$ cat src/raq_pkg.sv
package raq_pkg;

    localparam int MAX_LEN = 1024;
    localparam int IDX_W   = $clog2(MAX_LEN);
    localparam int LEN_W   = 11;
    localparam int OPND_W  = 32;
    localparam int ELEM_W  = 32;
    localparam int RIDX_W  = 10;
    localparam int CNT_W   = $clog2(OPND_W + 1);

    typedef enum logic [1:0] {
        REQ_LOAD    = 2'd0,
        REQ_ROT_ACW = 2'd1,
        REQ_ROT_CW  = 2'd2,
        REQ_QUERY   = 2'd3
    } t_req;

    typedef struct packed {
        t_req                     req_type;
        logic        [OPND_W-1:0] operand;
        logic signed [ELEM_W-1:0] value;
    } t_in_item;

    typedef struct packed {
        logic signed [ELEM_W-1:0] element;
        logic        [RIDX_W-1:0] read_index;
    } t_out_item;

    typedef enum logic [2:0] {
        ST_IDLE,
        ST_DISPATCH,
        ST_OFF_RUN,
        ST_OPND_RUN,
        ST_READ
    } t_state;

    typedef struct packed {
        logic capture;
        logic mod_start;
        logic mod_off;
        logic off_load;
        logic mem_write;
        logic rot_apply;
        logic mem_read;
        logic out_load;
    } t_cmd;

    typedef struct packed {
        t_req req;
        logic off_stale;
        logic mod_idle;
        logic out_free;
    } t_sts;

endpackage

$ cat src/raq_ctrl.sv
module raq_ctrl (
    input  logic             i_clk,
    input  logic             i_rst_n,
    input  logic             i_in_valid,
    output logic             o_in_stall,
    input  raq_pkg::t_sts    i_sts,
    output raq_pkg::t_cmd    o_cmd
);

    raq_pkg::t_state r_state;
    raq_pkg::t_state n_state;

    always_ff @(posedge i_clk) begin
        if (!i_rst_n) begin
            r_state <= raq_pkg::ST_IDLE;
        end else begin
            r_state <= n_state;
        end
    end

    always_comb begin
        n_state = r_state;
        case (r_state)
            raq_pkg::ST_IDLE: begin
                if (i_in_valid) begin
                    n_state = raq_pkg::ST_DISPATCH;
                end
            end
            raq_pkg::ST_DISPATCH: begin
                if (i_sts.req == raq_pkg::REQ_LOAD) begin
                    n_state = raq_pkg::ST_IDLE;
                end else if (i_sts.off_stale) begin
                    n_state = raq_pkg::ST_OFF_RUN;
                end else begin
                    n_state = raq_pkg::ST_OPND_RUN;
                end
            end
            raq_pkg::ST_OFF_RUN: begin
                if (i_sts.mod_idle) begin
                    n_state = raq_pkg::ST_OPND_RUN;
                end
            end
            raq_pkg::ST_OPND_RUN: begin
                if (i_sts.mod_idle) begin
                    n_state = (i_sts.req == raq_pkg::REQ_QUERY) ? raq_pkg::ST_READ
                                                                : raq_pkg::ST_IDLE;
                end
            end
            raq_pkg::ST_READ: begin
                if (i_sts.out_free) begin
                    n_state = raq_pkg::ST_IDLE;
                end
            end
            default: begin
                n_state = raq_pkg::ST_IDLE;
            end
        endcase
    end

    always_comb begin
        o_cmd      = '0;
        o_in_stall = 1'b1;
        case (r_state)
            raq_pkg::ST_IDLE: begin
                o_in_stall    = 1'b0;
                o_cmd.capture = i_in_valid;
            end
            raq_pkg::ST_DISPATCH: begin
                if (i_sts.req == raq_pkg::REQ_LOAD) begin
                    o_cmd.mem_write = 1'b1;
                end else begin
                    o_cmd.mod_start = 1'b1;
                    o_cmd.mod_off   = i_sts.off_stale;
                end
            end
            raq_pkg::ST_OFF_RUN: begin
                if (i_sts.mod_idle) begin
                    o_cmd.off_load  = 1'b1;
                    o_cmd.mod_start = 1'b1;
                end
            end
            raq_pkg::ST_OPND_RUN: begin
                if (i_sts.mod_idle) begin
                    if (i_sts.req == raq_pkg::REQ_QUERY) begin
                        o_cmd.mem_read = 1'b1;
                    end else begin
                        o_cmd.rot_apply = 1'b1;
                    end
                end
            end
            raq_pkg::ST_READ: begin
                o_cmd.out_load = i_sts.out_free;
            end
            default: begin
                o_cmd = '0;
            end
        endcase
    end

`ifndef SYNTH
    a_start_idle : assert property (@(posedge i_clk) disable iff (!i_rst_n)
        o_cmd.mod_start |-> i_sts.mod_idle)
        else $error("modulo unit started while busy");

    a_accept_dispatch : assert property (@(posedge i_clk) disable iff (!i_rst_n)
        (i_in_valid && !o_in_stall) |=> (r_state == raq_pkg::ST_DISPATCH))
        else $error("accepted beat was not dispatched");
`endif

endmodule

$ cat config.mk
export PLATFORM = sky130hd
export DESIGN_NAME = raq_ctrl
export DESIGN_NICKNAME = d
export VERILOG_FILES = /design/src/raq_pkg.sv /design/src/raq_ctrl.sv
export SDC_FILE = /design/constraint.sdc
export NUM_CORES = 1
export LEC_CHECK = 0
export ABC_AREA = 0
export BUFFER_PORTS_ARGS = -buffer_cell sky130_fd_sc_hd__buf_2
export CELL_PAD_IN_SITES_DETAIL_PLACEMENT = 1
export CELL_PAD_IN_SITES_GLOBAL_PLACEMENT = 1
export CORE_AREA = 4 4 41 43
export CTS_BUF_LIST = sky130_fd_sc_hd__clkbuf_4
export CTS_CLUSTER_DIAMETER = 60
export DETAILED_ROUTE_END_ITERATION = 12
export DIE_AREA = 0 0 45 47
export PLACE_DENSITY = 0.66
export RECOVER_POWER = 100
export SKIP_LAST_GASP = 1
export SYNTH_ARGS = -nofsm -noshare
export SYNTH_HDL_FRONTEND = slang
export SYNTH_SLANG_ARGS = --single-unit
$ cat constraint.sdc
create_clock -name i_clk -period 1.5 [get_ports i_clk]
set_input_delay 0.15 -clock i_clk [delete_from_list [all_inputs] [get_ports i_clk]]
set_output_delay 0.15 -clock i_clk [all_outputs]
set_load 0.02 [all_outputs]
==> metrics <==
outcome=finished, final reports clean; Die H=47 um; number of buffers created by CTS=3; max-cap violations=0; H-tree levels=1; type of destination of the critical path=primary output; Post-CTS Repair Setup Buffers=0; Std-Cell Rows=13; reg-to-reg endpoint=r_state[1]; number of instances resized during post-cts repair=2; hold-fix buffers at CTS=0; Largest register FFs=3; #FFs+latches synth=3; Sw Ratio=40.6%; CTS tree=built; top_reg_cell synth=dfxtp_1; FF-to-FF path depth=4; count of endpoints failing hold in the final timing report=0; Sequential Power Share=26.5%; Sink Count=3; endpoint required time on the critical path=1.35 ns; clock network latency to the later pin of the worst-skew pair=0.23 ns; async set-reset flop share out of synthesis=0%; die extent in x=45 um; Seq/Total Area, Yosys=21.5%; port buffer count=16; total congestion overflow=0; critical-path maximum fanout=12; post-layout net count=63; number of synthesis warnings=0; layout overhead on the synthesized area=41.7%; destination of the worst hold path=r_state[2]; number of global-route vias before repair=316; Via-to-Cell Ratio=4.81; part of the cycle the worst path needs=94.6%; initial antenna violation count=0; R2R Setup Slk=0.11 ns; Largest Register=r_state; count of filler cells inserted in the layout=182; final total negative setup slack=0 ns; critical path data arrival time=1.27 ns; root buffer cell=clkbuf_4; HPWL after detailed placement=653 um; distinct cell type count after synthesis=23; Fmax achieved=705 MHz; # DRC=0; Avg WL per Cell=12.0 um; switching power total=0.000221 W; Slew @ Worst Pin=0.350 ns; Slew Viols, Final=0; number of DRC violations after detailed-routing iteration 0=5; final weighted congestion in routability-driven placement=0.723; number of cells produced by synthesis=36; fraction of final layout cells sized beyond drive strength 1=42.6%; instance count along the most critical hold path=2; time the final worst path needs with I/O delays and setup=1.42 ns; VDD IR-drop max=0.548 mV; number of placed I/O pins=17; maximum buffer depth of the clock tree=2; starting utilization of the core area=21.4%; internal power=0.000325 W; WL final=830 um; launch point of the worst reg-to-reg path=r_state[2]; number of flops mapped to enable cells by yosys=0; area of the die=0.00212 mm2; synthesized cell area=279 um2; cell leakage power=0.184 nW; biggest regs=r_state x3; via total after detailed routing=332; Slew Limit Headroom=76.6%; global-route wire length before repair=1320 um; core area=0.00130 mm2; Power per Cell Area=1380 mW/mm2; combinational power share=44.9%; post-detailed-placement cell area=368 um2; Antenna Nets Post-Route=0; first drt pass iteration count=2; Inserted Diodes=0; Synth Area per Inst=7.75 um2; Clock transition at path regs=0.03 ns; path type of the worst setup path=flop to primary output; maximum number of pins on one net before global-route repair=13; kind of start point of the critical path=flop; worst clock skew=0.00166 ns; final setup vio count=0; type of the tightest min-delay check=input port to flop; unrepaired setup endpoints after global routing=false; gr usage total=8.76%; startpoint of the most critical hold path=i_rst_n; proportion of power drawn by the clock network=28.6%; final non-filler cell area=395 um2; total nets after synthesis=44
-- kinds of logic (layout without fill, tap and decap cells) --
family,after synthesis,count (layout),synth area share [%]
simple gates,20,20,43.1
compound gates,9,9,26.9
flops,3,3,21.5
buf+inv,3,21,4.93
mux,1,1,3.59
-- final cells by class --
cell class	instances	area, um2	share of cell area [%]
timing repair buffer	16	75.1	19.0
tap	15	18.8	4.75
inverter	1	3.75	0.949
clock buffer	4	30.0	7.59
multi-input combinational	30	203	51.3
sequential	3	65.1	16.5
-- how the worst max path moves through the flow --
| stage | startpoint | to | slack [ns] | depth (start not counted) |
|---|---|---|---|---|
| global route | r_state[2] | o_cmd[1] | 0.01 | 3 |
| CTS | r_state[2] | o_cmd[1] | 0.06 | 3 |
| finish | r_state[2] | o_cmd[7] | 0.08 | 3 |
| global placement | r_state[0] | o_cmd[6] | 0.24 | 4 |
| detailed placement | r_state[2] | r_state[1] | 0.19 | 4 |
| floorplan | r_state[0] | o_cmd[7] | 0.12 | 3 |
-- metrics by stage --
| stage | util (%) | power (W) | setup slack (ns) | hold WS, ns | std cells |
|---|---|---|---|---|---|
| after floorplan | - | 0.000319 | 0.116 | 0.267 | 36 |
| after global placement | 28.3 | 0.000391 | 0.235 | 0.398 | 65 |
| after detailed placement | 28.3 | 0.000395 | 0.185 | 0.401 | 65 |
| after CTS | 30.8 | 0.000566 | 0.0647 | 0.154 | 69 |
| after global routing | 30.4 | 0.000593 | 0.0106 | 0.164 | 69 |
| final | 30.4 | 0.000546 | 0.0814 | 0.166 | 69 |
-- routing by layer --
layer / vias up / global-route usage, % / routed length, um
li1: 167 / - / -
met1: 158 / 10.7 / 357
met2: 7 / 13.0 / 434
met3: 0 / 2.30 / 38
met4: 0 / 7.02 / 0
met5: - / 0 / 0
-- Yosys cell counts, types with 2 or more instances --
master / instances / area share (%)
and3_1: 2 / 4.5
buf_2: 2 / 3.6
dfxtp_1: 3 / 22
nand2_1: 4 / 5.4
nand4b_1: 2 / 6.3
nor2_1: 6 / 8.1
-- placed cells by master, fill, tap and decap left out, types with 2 or more instances in the layout --
cell type,synthesis,final
clkbuf_2,0,5
nand4b_1,2,2
a22oi_1,1,2
and3_1,2,2
nand2_1,4,4
clkbuf_1,0,4
nor2_2,1,2
nor2_1,6,5
buf_2,2,7
clkbuf_4,0,4
-- worst max-delay path, stage by stage (launching register included) --
cell and delay [ns]:
dfxtp_1 0.40, or3_1 0.37, nor2_1 0.09, clkbuf_2 0.17
-- power groups by stage --
stage	clock, W	sequential (W)	combinational (W)
6_report	0.000156	0.000145	0.000245
5_1_grt	0.000175	0.000151	0.000267
4_1_cts	0.000167	0.000143	0.000256
3_5_place_dp	0	0.000140	0.000255
3_3_place_gp	0	0.000142	0.000248
2_1_floorplan	0	0.000114	0.000205
Power figures use the tool's default switching activity.
